===== config.mk =====
export PLATFORM = sky130hd
export DESIGN_NAME = block_iterative_threshold_binarizer_core
export DESIGN_NICKNAME = d
export VERILOG_FILES = /design/src/rtl/itb_pkg.sv /design/src/rtl/itb_ram.sv /design/src/rtl/itb_rdiv.sv /design/src/rtl/block_iterative_threshold_binarizer_core.sv
export SDC_FILE = /design/constraint.sdc
export NUM_CORES = 1
export LEC_CHECK = 0
export ABC_CLOCK_PERIOD_IN_PS = 12300
export BUFFER_PORTS_ARGS = -buffer_cell sky130_fd_sc_hd__buf_2
export CORE_ASPECT_RATIO = 1.75
export CORE_UTILIZATION = 68
export DETAILED_ROUTE_END_ITERATION = 16
export PLACE_DENSITY_LB_ADDON = 0.2
export SYNTH_ARGS = -nofsm -noshare
export SYNTH_HDL_FRONTEND = slang
export SYNTH_SLANG_ARGS = --single-unit

===== constraint.sdc =====
create_clock -name aclk -period 12.3 [get_ports aclk]
set_clock_uncertainty 0.15 [all_clocks]
set_input_delay 2.46 -clock aclk [delete_from_list [all_inputs] [get_ports aclk]]
set_output_delay 2.46 -clock aclk [all_outputs]
set_load 0.1 [all_outputs]

===== src/rtl/itb_pkg.sv =====
// ----------------------------------------------------------------------------
// itb_pkg
// Shared sizes, constants and interface types of the block threshold
// binarizer: group length, fixed-point format and divider request/response.
// ----------------------------------------------------------------------------
package itb_pkg;

    // group length and fixed-point fraction of the threshold
    localparam int BLOCK_LEN = 9;
    localparam int FRAC_BITS = 4;

    // pixel and derived widths
    localparam int PIX_W  = 8;
    localparam int ITER_W = 6;
    localparam int CNT_W  = $clog2(BLOCK_LEN + 1);
    localparam int ADDR_W = $clog2(BLOCK_LEN);
    localparam int SUM_W  = $clog2(BLOCK_LEN * 255 + 1);
    localparam int T_W    = PIX_W + FRAC_BITS;
    localparam int NUMI_W = SUM_W + FRAC_BITS;

    // rounding divider internals: numerator 2*num+den, divisor 2*den
    localparam int DIV_N_W = NUMI_W + 2;
    localparam int DIV_D_W = CNT_W + 1;
    localparam int DCNT_W  = $clog2(DIV_N_W + 1);

    // rounding offset of the threshold, zero without fraction bits
    localparam int HALF = (1 << FRAC_BITS) >> 1;

    // reset value of the round limit
    localparam logic [ITER_W-1:0] MAX_ITERS_RST = ITER_W'(16);

    // divider request
    typedef struct packed {
        logic              start;
        logic [NUMI_W-1:0] num;
        logic [CNT_W-1:0]  den;
    } div_req_t;

    // divider response
    typedef struct packed {
        logic           busy;
        logic           done;
        logic [T_W-1:0] quo;
    } div_rsp_t;

endpackage


===== src/rtl/itb_ram.sv =====
// ----------------------------------------------------------------------------
// itb_ram
// Generic single-write, single-read RAM with a registered read port.
// ----------------------------------------------------------------------------
module itb_ram #(
    parameter int WIDTH = 8,
    parameter int DEPTH = 16
) (
    input  logic                     aclk,
    input  logic                     we,
    input  logic [$clog2(DEPTH)-1:0] waddr,
    input  logic [WIDTH-1:0]         wdata,
    input  logic [$clog2(DEPTH)-1:0] raddr,
    output logic [WIDTH-1:0]         rdata
);

    logic [WIDTH-1:0] mem [DEPTH];
    logic [WIDTH-1:0] rdata_reg;

    // write port and registered read
    always_ff @(posedge aclk) begin
        if (we) begin
            mem[waddr] <= wdata;
        end
        rdata_reg <= mem[raddr];
    end

    assign rdata = rdata_reg;

endmodule


===== src/rtl/itb_rdiv.sv =====
// ----------------------------------------------------------------------------
// itb_rdiv
// Bit-serial restoring divider returning round-half-up of num / den,
// computed as (2*num + den) / (2*den), one quotient bit per cycle.
// ----------------------------------------------------------------------------
module itb_rdiv (
    input  logic              aclk,
    input  logic              aresetn,
    input  itb_pkg::div_req_t req,
    output itb_pkg::div_rsp_t rsp
);

    logic [itb_pkg::DIV_N_W-1:0] quo_reg, quo_next;
    logic [itb_pkg::DIV_D_W-1:0] den_reg, den_next;
    logic [itb_pkg::DIV_D_W-1:0] rem_reg, rem_next;
    logic [itb_pkg::DCNT_W-1:0]  cnt_reg, cnt_next;
    logic                        busy_reg, busy_next;
    logic                        done_reg, done_next;
    logic [itb_pkg::DIV_D_W:0]   rem_sh;
    logic                        ge;

    // one restoring step
    assign rem_sh = {rem_reg, quo_reg[itb_pkg::DIV_N_W-1]};
    assign ge     = rem_sh >= {1'b0, den_reg};

    always_comb begin
        quo_next  = quo_reg;
        den_next  = den_reg;
        rem_next  = rem_reg;
        cnt_next  = cnt_reg;
        busy_next = busy_reg;
        done_next = 1'b0;
        if (req.start && !busy_reg) begin
            quo_next  = itb_pkg::DIV_N_W'({req.num, 1'b0})
                      + itb_pkg::DIV_N_W'(req.den);
            den_next  = {req.den, 1'b0};
            rem_next  = '0;
            cnt_next  = itb_pkg::DCNT_W'(itb_pkg::DIV_N_W);
            busy_next = 1'b1;
        end else if (busy_reg) begin
            if (ge) begin
                rem_next = itb_pkg::DIV_D_W'(rem_sh - {1'b0, den_reg});
            end else begin
                rem_next = rem_sh[itb_pkg::DIV_D_W-1:0];
            end
            quo_next = {quo_reg[itb_pkg::DIV_N_W-2:0], ge};
            cnt_next = cnt_reg - itb_pkg::DCNT_W'(1);
            if (cnt_reg == itb_pkg::DCNT_W'(1)) begin
                busy_next = 1'b0;
                done_next = 1'b1;
            end
        end
    end

    // control under reset, datapath free running
    always_ff @(posedge aclk) begin
        if (!aresetn) begin
            busy_reg <= 1'b0;
            done_reg <= 1'b0;
            cnt_reg  <= '0;
        end else begin
            busy_reg <= busy_next;
            done_reg <= done_next;
            cnt_reg  <= cnt_next;
        end
        quo_reg <= quo_next;
        den_reg <= den_next;
        rem_reg <= rem_next;
    end

    assign rsp.busy = busy_reg;
    assign rsp.done = done_reg;
    assign rsp.quo  = quo_reg[itb_pkg::T_W-1:0];

endmodule


===== src/rtl/block_iterative_threshold_binarizer_core.sv =====
// Flow: a group closes on its last pixel; the group mean goes through the divider,
// each refinement round is a buffer scan plus divider passes for the non-empty
// class means (one quotient bit per cycle) and an update, then results come out.
// Throughput: one pixel per cycle while a group fills; no pixel is taken while
// a closed group is refined and emitted.
// Reset: synchronous active low; clears fill state and sets max_iters to 16.
// ----------------------------------------------------------------------------
// block_iterative_threshold_binarizer_core
// Gathers pixels into groups in a sample RAM, refines an isodata threshold
// per group by repeated passes over the RAM and emits one bit per pixel.
// ----------------------------------------------------------------------------
module block_iterative_threshold_binarizer_core (
    input  logic                         aclk,
    input  logic                         aresetn,
    input  logic                         cfg_wr_en,
    input  logic [itb_pkg::ITER_W-1:0]   cfg_wr_data,
    input  logic                         s_valid,
    output logic                         s_ready,
    input  logic [itb_pkg::PIX_W-1:0]    s_pixel,
    input  logic                         s_end_of_line,
    output logic                         m_valid,
    input  logic                         m_ready,
    output logic                         m_bit_res,
    output logic [itb_pkg::PIX_W-1:0]    m_threshold,
    output logic                         m_last
);

    typedef enum logic [3:0] {
        ST_FILL, ST_MEAN, ST_MEAN_WAIT, ST_SCAN, ST_HI, ST_HI_WAIT,
        ST_LO, ST_LO_WAIT, ST_UPDATE, ST_EMIT_RD, ST_EMIT_LD, ST_EMIT_OUT
    } state_t;

    state_t                     state_reg, state_next;
    logic [itb_pkg::ITER_W-1:0] max_iters_reg, max_iters_next;
    logic [itb_pkg::CNT_W-1:0]  fill_reg, fill_next;
    logic [itb_pkg::SUM_W-1:0]  sum_reg, sum_next;
    logic [itb_pkg::T_W-1:0]    t_reg, t_next;
    logic [itb_pkg::ITER_W-1:0] rnd_reg, rnd_next;
    logic [itb_pkg::CNT_W-1:0]  idx_reg, idx_next;
    logic                       pend_reg, pend_next;
    logic [itb_pkg::SUM_W-1:0]  shi_reg, shi_next, slo_reg, slo_next;
    logic [itb_pkg::CNT_W-1:0]  nhi_reg, nhi_next, nlo_reg, nlo_next;
    logic [itb_pkg::T_W-1:0]    mhi_reg, mhi_next, mlo_reg, mlo_next;
    logic [itb_pkg::PIX_W-1:0]  thr_reg, thr_next;
    logic                       m_valid_reg, m_valid_next;
    logic                       m_bit_reg, m_bit_next;
    logic                       m_last_reg, m_last_next;

    logic                       ram_we;
    logic [itb_pkg::ADDR_W-1:0] ram_raddr;
    logic [itb_pkg::PIX_W-1:0]  ram_rdata;
    itb_pkg::div_req_t          div_req;
    itb_pkg::div_rsp_t          div_rsp;

    logic                       in_acc;
    logic [itb_pkg::CNT_W-1:0]  fill_inc;
    logic [itb_pkg::ITER_W-1:0] rnd_lim;
    logic [itb_pkg::T_W-1:0]    mh, ml, tk;
    logic [itb_pkg::T_W:0]      tk_sum, thr_sum, thr_sh;
    logic                       above;

    // sample buffer
    itb_ram #(
        .WIDTH (itb_pkg::PIX_W),
        .DEPTH (itb_pkg::BLOCK_LEN)
    ) u_buf (
        .aclk  (aclk),
        .we    (ram_we),
        .waddr (fill_reg[itb_pkg::ADDR_W-1:0]),
        .wdata (s_pixel),
        .raddr (ram_raddr),
        .rdata (ram_rdata)
    );

    // shared rounding divider
    itb_rdiv u_div (
        .aclk    (aclk),
        .aresetn (aresetn),
        .req     (div_req),
        .rsp     (div_rsp)
    );

    assign s_ready  = (state_reg == ST_FILL);
    assign in_acc   = s_valid && s_ready;
    assign ram_we   = in_acc;
    assign fill_inc = fill_reg + itb_pkg::CNT_W'(1);
    assign rnd_lim  = (max_iters_reg == '0) ? itb_pkg::ITER_W'(1) : max_iters_reg;

    // class split of the sample returned by the ram
    assign above = (itb_pkg::T_W'(ram_rdata) << itb_pkg::FRAC_BITS) > t_reg;

    // empty class takes the other class mean, then average the two
    assign mh      = (nhi_reg == '0) ? mlo_reg : mhi_reg;
    assign ml      = (nlo_reg == '0) ? mhi_reg : mlo_reg;
    assign tk_sum  = (itb_pkg::T_W+1)'(mh) + (itb_pkg::T_W+1)'(ml) + (itb_pkg::T_W+1)'(1);
    assign tk      = tk_sum[itb_pkg::T_W:1];
    assign thr_sum = (itb_pkg::T_W+1)'(tk) + (itb_pkg::T_W+1)'(itb_pkg::HALF);
    assign thr_sh  = thr_sum >> itb_pkg::FRAC_BITS;

    // read address of the sample buffer
    always_comb begin
        case (state_reg)
            ST_SCAN:    ram_raddr = idx_reg[itb_pkg::ADDR_W-1:0];
            ST_EMIT_RD: ram_raddr = idx_reg[itb_pkg::ADDR_W-1:0];
            default:    ram_raddr = '0;
        endcase
    end

    // divider requests: group mean, then upper and lower class means
    always_comb begin
        div_req.start = 1'b0;
        div_req.num   = itb_pkg::NUMI_W'(sum_reg) << itb_pkg::FRAC_BITS;
        div_req.den   = fill_reg;
        case (state_reg)
            ST_MEAN: begin
                div_req.start = 1'b1;
            end
            ST_HI: begin
                div_req.start = (nhi_reg != '0);
                div_req.num   = itb_pkg::NUMI_W'(shi_reg) << itb_pkg::FRAC_BITS;
                div_req.den   = nhi_reg;
            end
            ST_LO: begin
                div_req.start = (nlo_reg != '0);
                div_req.num   = itb_pkg::NUMI_W'(slo_reg) << itb_pkg::FRAC_BITS;
                div_req.den   = nlo_reg;
            end
            default: begin
                div_req.start = 1'b0;
            end
        endcase
    end

    // sequencer next state
    always_comb begin
        state_next     = state_reg;
        max_iters_next = cfg_wr_en ? cfg_wr_data : max_iters_reg;
        fill_next      = fill_reg;
        sum_next       = sum_reg;
        t_next         = t_reg;
        rnd_next       = rnd_reg;
        idx_next       = idx_reg;
        pend_next      = 1'b0;
        shi_next       = shi_reg;
        slo_next       = slo_reg;
        nhi_next       = nhi_reg;
        nlo_next       = nlo_reg;
        mhi_next       = mhi_reg;
        mlo_next       = mlo_reg;
        thr_next       = thr_reg;
        m_valid_next   = m_valid_reg;
        m_bit_next     = m_bit_reg;
        m_last_next    = m_last_reg;

        case (state_reg)
            // collect pixels until the group is full or the line ends
            ST_FILL: begin
                if (in_acc) begin
                    fill_next = fill_inc;
                    sum_next  = sum_reg + itb_pkg::SUM_W'(s_pixel);
                    if (fill_inc == itb_pkg::CNT_W'(itb_pkg::BLOCK_LEN) || s_end_of_line) begin
                        state_next = ST_MEAN;
                    end
                end
            end
            ST_MEAN: begin
                state_next = ST_MEAN_WAIT;
            end
            // initial threshold is the group mean
            ST_MEAN_WAIT: begin
                if (div_rsp.done) begin
                    t_next     = div_rsp.quo;
                    rnd_next   = '0;
                    idx_next   = '0;
                    shi_next   = '0;
                    slo_next   = '0;
                    nhi_next   = '0;
                    nlo_next   = '0;
                    state_next = ST_SCAN;
                end
            end
            // one pass over the buffer, data arrives in the cycle after the address
            ST_SCAN: begin
                if (idx_reg != fill_reg) begin
                    idx_next  = idx_reg + itb_pkg::CNT_W'(1);
                    pend_next = 1'b1;
                end
                if (pend_reg) begin
                    if (above) begin
                        shi_next = shi_reg + itb_pkg::SUM_W'(ram_rdata);
                        nhi_next = nhi_reg + itb_pkg::CNT_W'(1);
                    end else begin
                        slo_next = slo_reg + itb_pkg::SUM_W'(ram_rdata);
                        nlo_next = nlo_reg + itb_pkg::CNT_W'(1);
                    end
                end else if (idx_reg == fill_reg) begin
                    state_next = ST_HI;
                end
            end
            ST_HI: begin
                state_next = (nhi_reg != '0) ? ST_HI_WAIT : ST_LO;
            end
            ST_HI_WAIT: begin
                if (div_rsp.done) begin
                    mhi_next   = div_rsp.quo;
                    state_next = ST_LO;
                end
            end
            ST_LO: begin
                state_next = (nlo_reg != '0) ? ST_LO_WAIT : ST_UPDATE;
            end
            ST_LO_WAIT: begin
                if (div_rsp.done) begin
                    mlo_next   = div_rsp.quo;
                    state_next = ST_UPDATE;
                end
            end
            // new threshold; stop when settled or out of rounds
            ST_UPDATE: begin
                t_next = tk;
                if (tk == t_reg || itb_pkg::ITER_W'(rnd_reg + itb_pkg::ITER_W'(1)) == rnd_lim) begin
                    thr_next   = (thr_sh > (itb_pkg::T_W+1)'(255)) ? 8'hFF
                                                                   : thr_sh[itb_pkg::PIX_W-1:0];
                    idx_next   = '0;
                    state_next = ST_EMIT_RD;
                end else begin
                    rnd_next   = rnd_reg + itb_pkg::ITER_W'(1);
                    idx_next   = '0;
                    shi_next   = '0;
                    slo_next   = '0;
                    nhi_next   = '0;
                    nlo_next   = '0;
                    state_next = ST_SCAN;
                end
            end
            ST_EMIT_RD: begin
                state_next = ST_EMIT_LD;
            end
            // load the output word
            ST_EMIT_LD: begin
                m_valid_next = 1'b1;
                m_bit_next   = (ram_rdata >= thr_reg);
                m_last_next  = (itb_pkg::CNT_W'(idx_reg + itb_pkg::CNT_W'(1)) == fill_reg);
                state_next   = ST_EMIT_OUT;
            end
            ST_EMIT_OUT: begin
                if (m_ready) begin
                    m_valid_next = 1'b0;
                    if (m_last_reg) begin
                        fill_next  = '0;
                        sum_next   = '0;
                        state_next = ST_FILL;
                    end else begin
                        idx_next   = idx_reg + itb_pkg::CNT_W'(1);
                        state_next = ST_EMIT_RD;
                    end
                end
            end
            default: begin
                state_next = ST_FILL;
            end
        endcase
    end

    // state and registered outputs
    always_ff @(posedge aclk) begin
        if (!aresetn) begin
            state_reg     <= ST_FILL;
            max_iters_reg <= itb_pkg::MAX_ITERS_RST;
            fill_reg      <= '0;
            sum_reg       <= '0;
            pend_reg      <= 1'b0;
            m_valid_reg   <= 1'b0;
        end else begin
            state_reg     <= state_next;
            max_iters_reg <= max_iters_next;
            fill_reg      <= fill_next;
            sum_reg       <= sum_next;
            pend_reg      <= pend_next;
            m_valid_reg   <= m_valid_next;
        end
        t_reg      <= t_next;
        rnd_reg    <= rnd_next;
        idx_reg    <= idx_next;
        shi_reg    <= shi_next;
        slo_reg    <= slo_next;
        nhi_reg    <= nhi_next;
        nlo_reg    <= nlo_next;
        mhi_reg    <= mhi_next;
        mlo_reg    <= mlo_next;
        thr_reg    <= thr_next;
        m_bit_reg  <= m_bit_next;
        m_last_reg <= m_last_next;
    end

    assign m_valid     = m_valid_reg;
    assign m_bit_res   = m_bit_reg;
    assign m_threshold = thr_reg;
    assign m_last      = m_last_reg;

`ifndef SYNTHESIS
    // output word only presented while emitting
    a_valid_in_emit: assert property (@(posedge aclk) disable iff (!aresetn)
        m_valid |-> (state_reg == ST_EMIT_OUT))
        else $error("result word outside emit phase");

    // fill count stays within the group length
    a_fill_bound: assert property (@(posedge aclk) disable iff (!aresetn)
        fill_reg <= itb_pkg::CNT_W'(itb_pkg::BLOCK_LEN))
        else $error("fill count beyond group length");

    // divider finishes only while the sequencer waits for it
    a_div_done_wait: assert property (@(posedge aclk) disable iff (!aresetn)
        div_rsp.done |-> (state_reg == ST_MEAN_WAIT || state_reg == ST_HI_WAIT
                          || state_reg == ST_LO_WAIT))
        else $error("divider result not expected");

    // divider never started while busy
    a_div_start_idle: assert property (@(posedge aclk) disable iff (!aresetn)
        div_req.start |-> !div_rsp.busy)
        else $error("divider started while busy");

    // taking the last word reopens the input with an empty group
    a_last_reopens: assert property (@(posedge aclk) disable iff (!aresetn)
        (m_valid && m_ready && m_last) |=> (s_ready && fill_reg == '0))
        else $error("input not reopened after last word");
`endif

endmodule

* Yosys cells after proc, flatten, opt, wreduce, memory -nomap -nowiden
Memories as Yosys holds them, arrays and structs flattened. A register that Yosys moved wholly into a read port is not among the register bits.
Index checks and enable logic that the tools add are counted.
** Storage, ports and cells
- Input bits :: 20
- Flip-flop bits (word level) :: 150
- Word-level logic and storage cells :: 177
- Memories kept :: 1
- Output and inout bits :: 12
- Bits in writable memories :: 72
** Cells by class
- Magnitude comparators :: 4
- Multiplexer cells :: 66
- Equal/unequal tests :: 33
- $add $sub $neg :: 14
- Bitwise gates (word level) :: 2
- Reductions and logical operators :: 32
** Memory list
- u_buf.mem :: depth 9, bits a word 8, rd ports 1, clocked after memory_dff 1, wr ports 1, RTL line itb_ram.sv:17 : logic [WIDTH-1:0] mem [DEPTH];
** Operators by type and width (count)
- $mux W12 :: 12
- $mux W4 :: 24
- $pmux W12 S3 :: 2
- $pmux W12 S2 :: 2
- $pmux W4 S12 :: 1
- $pmux W20 S2 :: 1
- $add A12 B8 Y12 :: 3
- $mux W18 :: 2
- $pmux W4 S3 :: 2
- $eq A4 B4 Y1 const B :: 5
- $ne A2 B2 Y1 const B :: 10
- $add A17 B4 Y18 :: 1
- $mux W6 :: 3
- $add A4 B1 Y4 const B :: 4
- $eq A4 B3 Y1 const B :: 4
- $pmux W4 S4 :: 1
- $mux W5 :: 3
- $reduce_and A5 Y1 :: 3
- $add A12 B12 Y13 :: 1
- $add A12 B4 Y13 const B :: 1
- $add A13 B1 Y13 const B :: 1
- $eq A12 B12 Y1 :: 1
- $gt A12 B12 Y1 :: 1
- $logic_not A4 Y1 :: 3
- 33 further kinds :: 60

* Depth between registers and ports, before layout
Gate-level depths: netlist of the first run.
- Word-level depth :: 8
- Mapped depth :: 17
- Depth with buffers taken out :: 15

* Hierarchy
Synthesis of the first run repeated with hierarchy kept, for this count alone.
** Second synthesis, totals
- Cells, all modules :: 1266
- Area total of the unflattened synthesis :: 13300.3 sq um
** By module, submodules not included
- block_iterative_threshold_binarizer_core :: seq. area each 3203.1 sq um, cells an instance 885, times used 1, area an instance 8222.9 sq um
- itb_ram :: seq. area each 2322.2 sq um, cells an instance 171, times used 1, area an instance 3066.7 sq um
- itb_rdiv :: seq. area each 900.9 sq um, cells an instance 210, times used 1, area an instance 2010.7 sq um

* Worst setup path after synthesis of the first run
No wires, ideal clock.
- Kind :: reg2out
- Start :: register state_reg[1]
- End :: output s_ready
- Arrival time :: 3552 ps
- Slack :: 6138 ps
- Required time :: 9690 ps
- Path buffers :: 1
- Cell stages (with the launch flop) :: 3
- Path through :: dfxtp_1 clkbuf_1 nor4_1
** Between the ends
- Word-level cells in the longest chain between the ends :: 1
** RTL lines
- start, declared :: RTL line block_iterative_threshold_binarizer_core.sv:33 : state_t state_reg, state_next;
- start signal, assigned :: RTL line block_iterative_threshold_binarizer_core.sv:275 : state_reg <= state_next;
- $logic_not A4 Y1 :: RTL line block_iterative_threshold_binarizer_core.sv:83 : assign s_ready = (state_reg == ST_FILL);
- end, declared :: RTL line block_iterative_threshold_binarizer_core.sv:18 : output logic s_ready,
Every way passes these cells.

* Worst setup path in the final report of the first run
- Start :: register nlo_reg[0] (netlist bit)
- End :: register nlo_reg[1] (netlist bit) (enable)
** Between the ends
- Word-level cells in the longest chain between the ends :: 8
** RTL lines
- start, declared :: RTL line block_iterative_threshold_binarizer_core.sv:42 : logic [itb_pkg::CNT_W-1:0] nhi_reg, nhi_next, nlo_reg, nlo_next;
- start signal, assigned :: RTL line block_iterative_threshold_binarizer_core.sv:288 : nlo_reg <= nlo_next;
- $logic_not A4 Y1 :: RTL line block_iterative_threshold_binarizer_core.sv:94 : assign ml = (nlo_reg == '0) ? mhi_reg : mlo_reg;
- $mux W12 :: RTL line block_iterative_threshold_binarizer_core.sv:94
- $add A12 B12 Y13 :: RTL line block_iterative_threshold_binarizer_core.sv:95 : assign tk_sum = (itb_pkg::T_W+1)'(mh) + (itb_pkg::T_W+1)'(ml) + (itb_pkg::T_W+1)'(1);
- $add A13 B1 Y13 :: RTL line block_iterative_threshold_binarizer_core.sv:95
- $eq A12 B12 Y1 :: RTL line block_iterative_threshold_binarizer_core.sv:221 : if (tk == t_reg || itb_pkg::ITER_W'(rnd_reg + itb_pkg::ITER_W'(1)) == rnd_lim) begin
- $logic_or A1 B1 Y1 :: RTL line block_iterative_threshold_binarizer_core.sv:221
- $ne A2 B2 Y1 (no source line)
- $reduce_and A5 Y1 (no source line)
Every way passes these cells.
A chain may end at the register's enable or synchronous reset.

==> results of run 1 <==
==> synthesized netlist by cell type, types with 3 or more instances <==
master	number	area (um^2)
edfxtp_1	182	5470
nand2_1	143	537
nor2_1	95	357
ha_1	69	863
inv_1	69	259
o21ai_0	55	275
a21oi_1	50	250
dfxtp_1	48	961
xnor2_1	40	350
clkbuf_1	39	146
a22oi_1	38	285
nand3_1	26	130
nor3_1	25	125
a21o_1	23	173
xor2_1	23	201
a31oi_1	20	125
and2_1	18	113
nand2b_1	18	113
mux2_2	16	180
mux4_2	16	360
mux2i_1	14	140
and3_1	11	68.8
nor2b_1	11	68.8
nor3b_1	9	67.6
nand4_1	8	50.1
or3_1	7	43.8
nor4_1	6	37.5
nor4b_1	6	52.6
buf_1	5	18.8
fa_1	5	100
nand3b_1	5	37.5
or4_1	5	37.5
a211oi_1	4	30.0
o21bai_1	4	30.0
o22ai_1	4	25.0
o31ai_1	4	30.0
o2111ai_1	3	26.3
o211ai_1	3	22.5
o21a_1	3	22.5
==> per-layer routing <==
layer	share of wire, %	global-route usage, %	vias up
met5	0	0	-
met4	7.9	25.1	0
met3	4.8	4.41	123
met2	54	63.1	379
met1	33	33.7	4399
li1	-	-	4297
==> layout make-up <==
class | count | area (um^2)
Clock buffer | 26 | 564
Clock inverter | 8 | 66.3
Fill cell | 1262 | 4460
Inverter | 71 | 267
Multi-Input combinational cell | 822 | 5700
Sequential cell | 230 | 6430
Tap cell | 234 | 293
Timing Repair Buffer | 48 | 283
==> cells in the final DEF, fill, tap and decap left out, types with 26 or more instances in the layout <==
| cell type | netlist | final |
|---|---|---|
| a21oi_1 | 50 | 50 |
| a22oi_1 | 38 | 38 |
| buf_2 | 1 | 31 |
| dfxtp_1 | 48 | 48 |
| edfxtp_1 | 182 | 182 |
| ha_1 | 69 | 69 |
| inv_1 | 69 | 69 |
| nand2_1 | 143 | 143 |
| nand3_1 | 26 | 26 |
| nor2_1 | 95 | 95 |
| o21ai_0 | 55 | 55 |
| xnor2_1 | 40 | 40 |
==> worst paths after layout <==
kind	cells after the start	end	slack (ns)	start
max	13	nlo_reg[1]	6.71	nlo_reg[0]
min	2	u_div.rem_reg[0]	0.33	u_div.rem_reg[0]
max reg2reg	13	nlo_reg[1]	6.71	nlo_reg[0]
min reg2reg	2	u_div.rem_reg[0]	0.33	u_div.rem_reg[0]
==> per-stage QoR <==
step | power (uW) | setup WS [ns] | cells
3_5_place_dp | 1830 | 6.79 | 1405
5_1_grt | 2570 | 6.49 | 1439
2_1_floorplan | 1620 | 6.14 | 1169
4_1_cts | 2440 | 6.76 | 1439
3_3_place_gp | 1800 | 6.84 | 1405
6_report | 2440 | 6.71 | 1439
==> power breakdown <==
part | total (uW) | switching (uW) | internal [uW]
sequential | 1130 | 133 | 998
clock | 612 | 267 | 345
combinational | 699 | 420 | 279
total | 2440 | 820 | 1620
==> critical path, stage by stage (launching register included) <==
cell,delay (ns)
edfxtp_1,0.45
inv_1,0.09
ha_1,0.15
or3b_1,0.67
mux2_2,0.40
ha_1,0.42
a21oi_1,0.37
nand2b_1,0.09
o211ai_1,0.46
a2bb2o_4,0.26
or4_1,0.50
or4_4,0.54
o21ai_4,0.45
nor3_2,0.29
==> cells by family after synthesis <==
group | Yosys count | synth area share (%)
and+or+nand+nor | 408 | 15.8
muxes | 46 | 5.42
adders and majority gates | 74 | 7.67
AOI/OAI and AO/OA | 231 | 12.0
buffers and inverters | 117 | 3.57
xor gates and xnor gates | 63 | 4.39
DFF | 230 | 51.2
==> metrics, run 1 <==
Worst setup EP type=flop; GRT Resource Usage Total=33.8%; row count=65; RSZ-0062 raised after global routing=false; post-synthesis average cell area=10.7 um^2; IO Count=32; max_slew headroom=22.0%; Critical Path Source Type=flop; Mapped Area=12,600 um^2; Die Width=105 um; power per cell area=180 nW/um^2; post-CTS setup buffer count=0; fraction of synthesis flops using an asynchronous set or reset pin=0%; DRT Pass-1 Iters=6; die height=182 um; RD Place Congestion=0.965; CTS Buffer Depth=3; Num CTS Buffers=20; fin util=75.3%; Crit path arrival time=5.64 ns; Yosys reg bits=230; die area=19,000 um^2; Seq/Total Area, Yosys=51.2%; fraction of layout instances using a drive strength above 1=10.0%; Post-DRT Antenna Nets=0; WL/cell=21.5 um; cts hold-fix bufs=0; Req. time, crit path=12.35 ns; fin crit period=5.59 ns; Worst-path clk slew=0.07 ns; leakage power=0.00520 uW; fin area=13,600 um^2; DR iter-0 viols=818; Final Setup Violations=0; Tcrit/Tclk final=45.5%; initial core utilization=69.5%; Least-Margin Pin Slew=1.17 ns; MaxCap Viol Count=0; peak supply drop=0.000226 V; vias in the first global route=9,382; Syn. warnings=0; Syn-to-layout area delta=8.28%; Placement Cell Area=13,000 um^2; TNS Setup=0 ns; final hold viol count=0; Post-synth EDFFs=182; Netlist cell types=70; global-route wire length before repair=48.9 mm; hpwl dp=23.2 mm; Syn Nets=1,263; top_reg_cell synth=edfxtp_1; fin. max-slew vios=0; CTS Sinks=230; largest net degree at the start of global routing=36; number of flip-flops in the largest register=72; CP Class=reg2reg; CTS tree=built; initial antenna violation count=0; I/O Buffers=31; root buf cell=clkbuf_16; final hold slack=0.327 ns; via count=9,198; vias per inst=6.39; Max Fclk=0.179 GHz; fin nets=1,287; # H-tree levels=1; core box area=18,100 um^2; Crit Path Max Fanout=16; DRC errors left=0; drt total wl=30.9 mm; total gr overflow=0; # diodes=0; CTS resizes=0; status=finished, final reports clean; Post-Synthesis Cells=1,169; worst hold path class=reg2reg; clk_lat worst skew=0.50 ns
Note: power is estimated with default switching activity, not from simulation.
==> inputs of run 2 (changes only) <==
--- a/config.mk
+++ b/config.mk
@@ -5,10 +5,11 @@
 export SDC_FILE = /design/constraint.sdc
 export NUM_CORES = 1
 export LEC_CHECK = 0
-export ABC_CLOCK_PERIOD_IN_PS = 12300
+export ABC_AREA = 1
+export ABC_CLOCK_PERIOD_IN_PS = 5800
 export BUFFER_PORTS_ARGS = -buffer_cell sky130_fd_sc_hd__buf_2
 export CORE_ASPECT_RATIO = 1.75
-export CORE_UTILIZATION = 68
+export CORE_UTILIZATION = 63
 export DETAILED_ROUTE_END_ITERATION = 16
 export PLACE_DENSITY_LB_ADDON = 0.2
 export SYNTH_ARGS = -nofsm -noshare
==> constraint.sdc (replaced) <==
create_clock -name aclk -period 5.8 [get_ports aclk]
set_clock_uncertainty 0.15 [all_clocks]
set_input_delay 1.16 -clock aclk [delete_from_list [all_inputs] [get_ports aclk]]
set_output_delay 1.16 -clock aclk [all_outputs]
set_load 0.1 [all_outputs]
==> metrics, run 2 <==
status=finished, final reports clean; worst hold path class=reg2reg; fraction of layout instances using a drive strength above 1=9.17%; core box area=19,100 um^2; reg2reg end=rnd_reg[5]; worst reg2reg startpoint=nlo_reg[0]; CTS Buffer Depth=3; row count=67; clk_lat worst skew=0.51 ns; cts hold-fix bufs=0; Final Setup Violations=0; R2R cell count=19; DRT Pass-1 Iters=5; total gr overflow=0; initial core utilization=64.4%; die height=187 um; Synth area leaders=edfxtp_1 44%, nand2_1 8.1%, dfxtp_1 7.8%; max_slew headroom=32.1%; # H-tree levels=1; Tcrit/Tclk final=77.5%; worst hold endpoint=max_iters_reg[0]; Mapped Area=12,300 um^2; Crit path arrival time=4.49 ns; via count=9,548; root buf cell=clkbuf_16; Req. time, crit path=5.80 ns; CTS resizes=0; vias in the first global route=9,430; Post-synth EDFFs=182; Worst-path clk slew=0.06 ns; Seq/Total Area, Yosys=52.2%; Netlist cell types=48; MaxCap Viol Count=0; Placement Setup Slack=1.33 ns; fin. max-slew vios=0; die area=20,100 um^2; number of flip-flops in the largest register=72; I/O Buffers=31; slack of the worst reg-to-reg path=1.31 ns; Max Fclk=0.223 GHz; RD Place Congestion=0.890; global-route wire length before repair=47.5 mm; DR iter-0 viols=612; post-CTS setup buffer count=0; final hold slack=0.315 ns; initial antenna violation count=0; largest net degree at the start of global routing=34; drt total wl=30.1 mm; Hold Path Stages=2; Worst setup EP type=flop; final hold viol count=0; HP Start=max_iters_reg[0]; # diodes=0; Syn. warnings=0; post-synthesis average cell area=9.09 um^2; Crit Path Max Fanout=22; Syn-to-layout area delta=9.14%; peak supply drop=0.000344 V; CTS tree=built; RSZ-0062 raised after global routing=false; CTS Sinks=230; CP Class=reg2reg; Num CTS Buffers=21; Final WS setup=1.31 ns; DRC errors left=0; Syn Nets=1,449; vias per inst=5.79; most frequent cells in the layout=266 x nand2_1, 182 x edfxtp_1, 159 x inv_1, 158 x nor2_1, 94 x o21ai_0; TNS Setup=0 ns; GRT Resource Usage Total=31.0%; Least-Margin Pin Slew=1.01 ns; count leader, synth=nand2_1; Commonest cells post-synth=266 x nand2_1, 182 x edfxtp_1, 159 x inv_1, 159 x nor2_1, 94 x o21ai_0; fin nets=1,486; post-synth top area share=44.4%; top_reg_cell synth=edfxtp_1; leakage power=0.00560 uW; fin crit period=4.49 ns; Critical Path Source Type=flop; commonest non-fill, non-tap cell in the layout=nand2_1; fin util=70.3%; Post-DRT Antenna Nets=0; Die Width=108 um; area leader, netlist=edfxtp_1; WL/cell=18.3 um; hpwl dp=23.2 mm; fraction of synthesis flops using an asynchronous set or reset pin=0%; Yosys reg bits=230; IO Count=32; power per cell area=410 nW/um^2; Post-Synthesis Cells=1,355
run 2: changes by cell type after synthesis, moves of 17 or more:
| cell | change |
|---|---|
| nor2_1 | +64 |
| a21oi_1 | +25 |
| a21o_1 | -19 |
| a22oi_1 | -38 |
| xnor2_1 | -28 |
| o21ai_0 | +39 |
| nand3_1 | +33 |
| nand2b_1 | -18 |
| inv_1 | +90 |
| nand2_1 | +123 |
| and2_1 | -17 |
run 2: cell type report:
type / instances / area (um^2)
Clock buffer: 24 / 547
Clock inverter: 14 / 128
Fill cell: 1529 / 5670
Inverter: 169 / 634
Multi-Input combinational cell: 924 / 5140
Sequential cell: 230 / 6430
Tap cell: 241 / 302
Timing Repair Buffer: 46 / 268
run 2: metal layers:
layer	global-route usage, %	wire, um	vias to the layer above
met5	0	0	-
met4	17.4	1860	0
met3	2.72	1000	110
met2	60.1	16900	263
met1	31.1	10300	4481
li1	-	-	4694
run 2: worst max-delay path by stage:
stage / from / to / slack, ns / depth (start not counted)
floorplan: nlo_reg[0] / nhi_reg[0] / 1.64 / 25
global placement: nlo_reg[0] / rnd_reg[1] / 1.41 / 20
detailed placement: nlo_reg[0] / rnd_reg[4] / 1.33 / 20
CTS: nlo_reg[0] / rnd_reg[4] / 1.33 / 19
global route: nlo_reg[0] / rnd_reg[5] / 0.94 / 19
finish: nlo_reg[0] / rnd_reg[5] / 1.31 / 19
run 2: cell families after synthesis:
kind of cell / synth area share, %
DFF: 52.2
AOI/OAI and AO/OA: 12.3
adders and majority gates: 7.82
and+or+nand+nor: 19.5
buffers and inverters: 6.26
xor gates and xnor gates: 1.85
run 2: critical path: stages (launching register included):
cell,delay [ns]
edfxtp_1,0.43
inv_1,0.10
ha_1,0.18
nand2_1,0.07
nor2_2,0.58
o21ai_0,0.19
ha_1,0.38
a21oi_1,0.32
o21ai_0,0.15
nand2_1,0.16
nand4_1,0.17
nand2_1,0.22
nand2_1,0.07
nand3_1,0.08
nor2_1,0.05
nand2_1,0.07
nand2_1,0.06
nand2_2,0.16
nand2_1,0.07
nor2_1,0.45
run 2: power by group:
| group | switching, uW | internal, uW | total [uW] |
|---|---|---|---|
| logic | 1140 | 572 | 1710 |
| registers | 249 | 2190 | 2440 |
| clock network | 588 | 769 | 1360 |
run 2: metrics by stage:
step                      instances  total power [uW]  instance area [um^2]
after floorplan                1355              3640                 12300
after global placement         1610              4100                 12800
after detailed placement       1610              4160                 12800
after CTS                      1648              5520                 13400
after global routing           1648              5820                 13400
final                          1648              5510                 13400
==> inputs of run 3 (changes only) <==
--- a/config.mk
+++ b/config.mk
@@ -5,8 +5,8 @@
 export SDC_FILE = /design/constraint.sdc
 export NUM_CORES = 1
 export LEC_CHECK = 0
-export ABC_AREA = 1
-export ABC_CLOCK_PERIOD_IN_PS = 5800
+export ABC_AREA = 0
+export ABC_CLOCK_PERIOD_IN_PS = 4400
 export BUFFER_PORTS_ARGS = -buffer_cell sky130_fd_sc_hd__buf_2
 export CORE_ASPECT_RATIO = 1.75
 export CORE_UTILIZATION = 63
==> constraint.sdc (replaced) <==
create_clock -name aclk -period 4.4 [get_ports aclk]
set_clock_uncertainty 0.15 [all_clocks]
set_input_delay 0.88 -clock aclk [delete_from_list [all_inputs] [get_ports aclk]]
set_output_delay 0.88 -clock aclk [all_outputs]
set_load 0.1 [all_outputs]
==> metrics, run 3 (synthesis gave the netlist of run 1 again) <==
Final WS setup=-0.298 ns; fin crit period=4.70 ns; IO Count=32; CTS Sinks=230; via count=9,522; initial core utilization=63.9%; root buf cell=clkbuf_16; clk_lat worst skew=0.50 ns; total gr overflow=0; Max Fclk=0.213 GHz; power per cell area=481 nW/um^2; DR iter-0 viols=665; met1 Resource Use GR=32.4%; commonest non-fill, non-tap cell in the layout=edfxtp_1; final hold slack=0.317 ns; Die Width=109 um; vias in the first global route=9,688; most frequent cells in the layout=182 x edfxtp_1, 143 x nand2_1, 106 x buf_4, 95 x nor2_1, 69 x inv_1; row count=68; TNS Setup=-11.97 ns; Worst-path clk slew=0.07 ns; FF/Latch Area=6430 um^2; largest net degree at the start of global routing=36; global-route wire length before repair=50.2 mm; Crit Path Max Fanout=8; Num CTS Buffers=21; Crit-path slowest cell=or4_4; die area=20,500 um^2; area of the multi-input gates=5920 um^2; Least-Margin Pin Slew=1.11 ns; Syn-to-layout area delta=17.1%; fraction of layout instances using a drive strength above 1=19.0%; Tcrit/Tclk final=107%; Critical Path Source Type=flop; status=finished with violations; CTS Buffer Depth=3; worst hold path class=reg2reg; core box area=19,700 um^2; leakage power=0.00573 uW; Fillers=1,331; cts hold-fix bufs=0; WL/cell=21.0 um; vias per inst=6.15; peak supply drop=0.000466 V; GR met3 Demand/Resource=3.77%; Req. time, crit path=4.52 ns; RD Place Congestion=0.871; DRC errors left=0; DRT Pass-1 Iters=5; # H-tree levels=1; initial antenna violation count=0; failing checks=negative setup slack; # diodes=0; Worst setup EP type=flop; CP peak stage delay=0.47 ns; I/O Buffers=31; fin nets=1,384; worst path cell trace=inv_1 > ha_2 > or3b_4 > buf_6 > a211oi_4 > or2_4 > fa_2 > xnor2_1 > a21oi_1 > o211ai_1 > or4_1 > or4_1 > or4_4 > o21ai_4 > buf_12 > a211oi_4 > buf_12; drt total wl=32.5 mm; slack of the worst reg-to-reg path=-0.30 ns; final hold viol count=0; die height=189 um; number of flip-flops in the largest register=72; RSZ-0062 raised after global routing=true; MaxCap Viol Count=0; GRT met2 Usage=59.9%; CTS tree=built; Final Setup Violations=48; CP Class=reg2reg; max_slew headroom=25.7%; hpwl dp=24.2 mm; Crit path arrival time=4.81 ns; fin. max-slew vios=0; global route hottest layer=met2; Post-DRT Antenna Nets=0; GRT Resource Usage Total=32.8%
## run 3: cell count changes in the layout (fill, tap and decap cells not counted), moves of 33 or more
cell,previous run,this run
nor2_1,158,95
nand3_1,59,26
o21ai_0,94,51
nand2_1,266,143
buf_4,15,106
inv_1,159,69
a22oi_1,0,38
## run 3: final cells by class
cell class	instances	share of cell area, %
clock inverters	14	1.17
clock buffers	23	3.63
inverters	71	1.81
well taps	245	2.08
multi-input cells	822	40.3
repair buffers	144	7.31
flip-flops and latches	230	43.7
## run 3: through the flow
step                power, uW  area, um^2  std cells  utilization (%)  setup slack [ns]
floorplan                4520       12700       1169                -            -0.271
global placement         5060       13800       1503             70.1            -0.352
detailed placement       5140       13800       1503             70.1            -0.460
CTS                      7040       14700       1548             74.5            -0.264
global route             7420       14700       1549             74.8            -0.436
finish                   7070       14700       1549             74.8            -0.298
## run 3: critical path: cells and delay by family (launching register included)
kind | cells | cell delay (ns)
simple gates | 5 | 1.89
buf+inv | 4 | 0.58
fa+ha+maj | 2 | 0.62
xor+xnor | 1 | 0.15
flops | 1 | 0.39
compound gates | 5 | 0.68
## run 3: where the power goes
part	leakage, uW	switching (uW)	internal, uW
logic	0.00337	1230	801
registers	0.00203	345	2790
clock network	0.000330	791	1110
total	0.00573	2370	4700
## run 3: final timing paths
check | startpoint | endpoint | cells after the start
worst min register to register | u_div.cnt_reg[4] | u_div.cnt_reg[4] | 1
worst max register to register | nlo_reg[0] | nhi_reg[2] | 17
worst max-delay path | nlo_reg[0] | nhi_reg[2] | 17
worst min-delay path | u_div.cnt_reg[4] | u_div.cnt_reg[4] | 1
## run 3: per-layer routing
layer	up-vias	routed length, um
met5	-	0
met4	0	2900
met3	148	1320
met2	336	17400
met1	4545	10900
li1	4493	-
## run 3: timing repair
action                                  CTS  global route
gates resized for setup                  19            10
cloned                                    2             0
endpoints found under the setup margin   55            55
pin swaps                                 7             5
setup buffers                             7             2
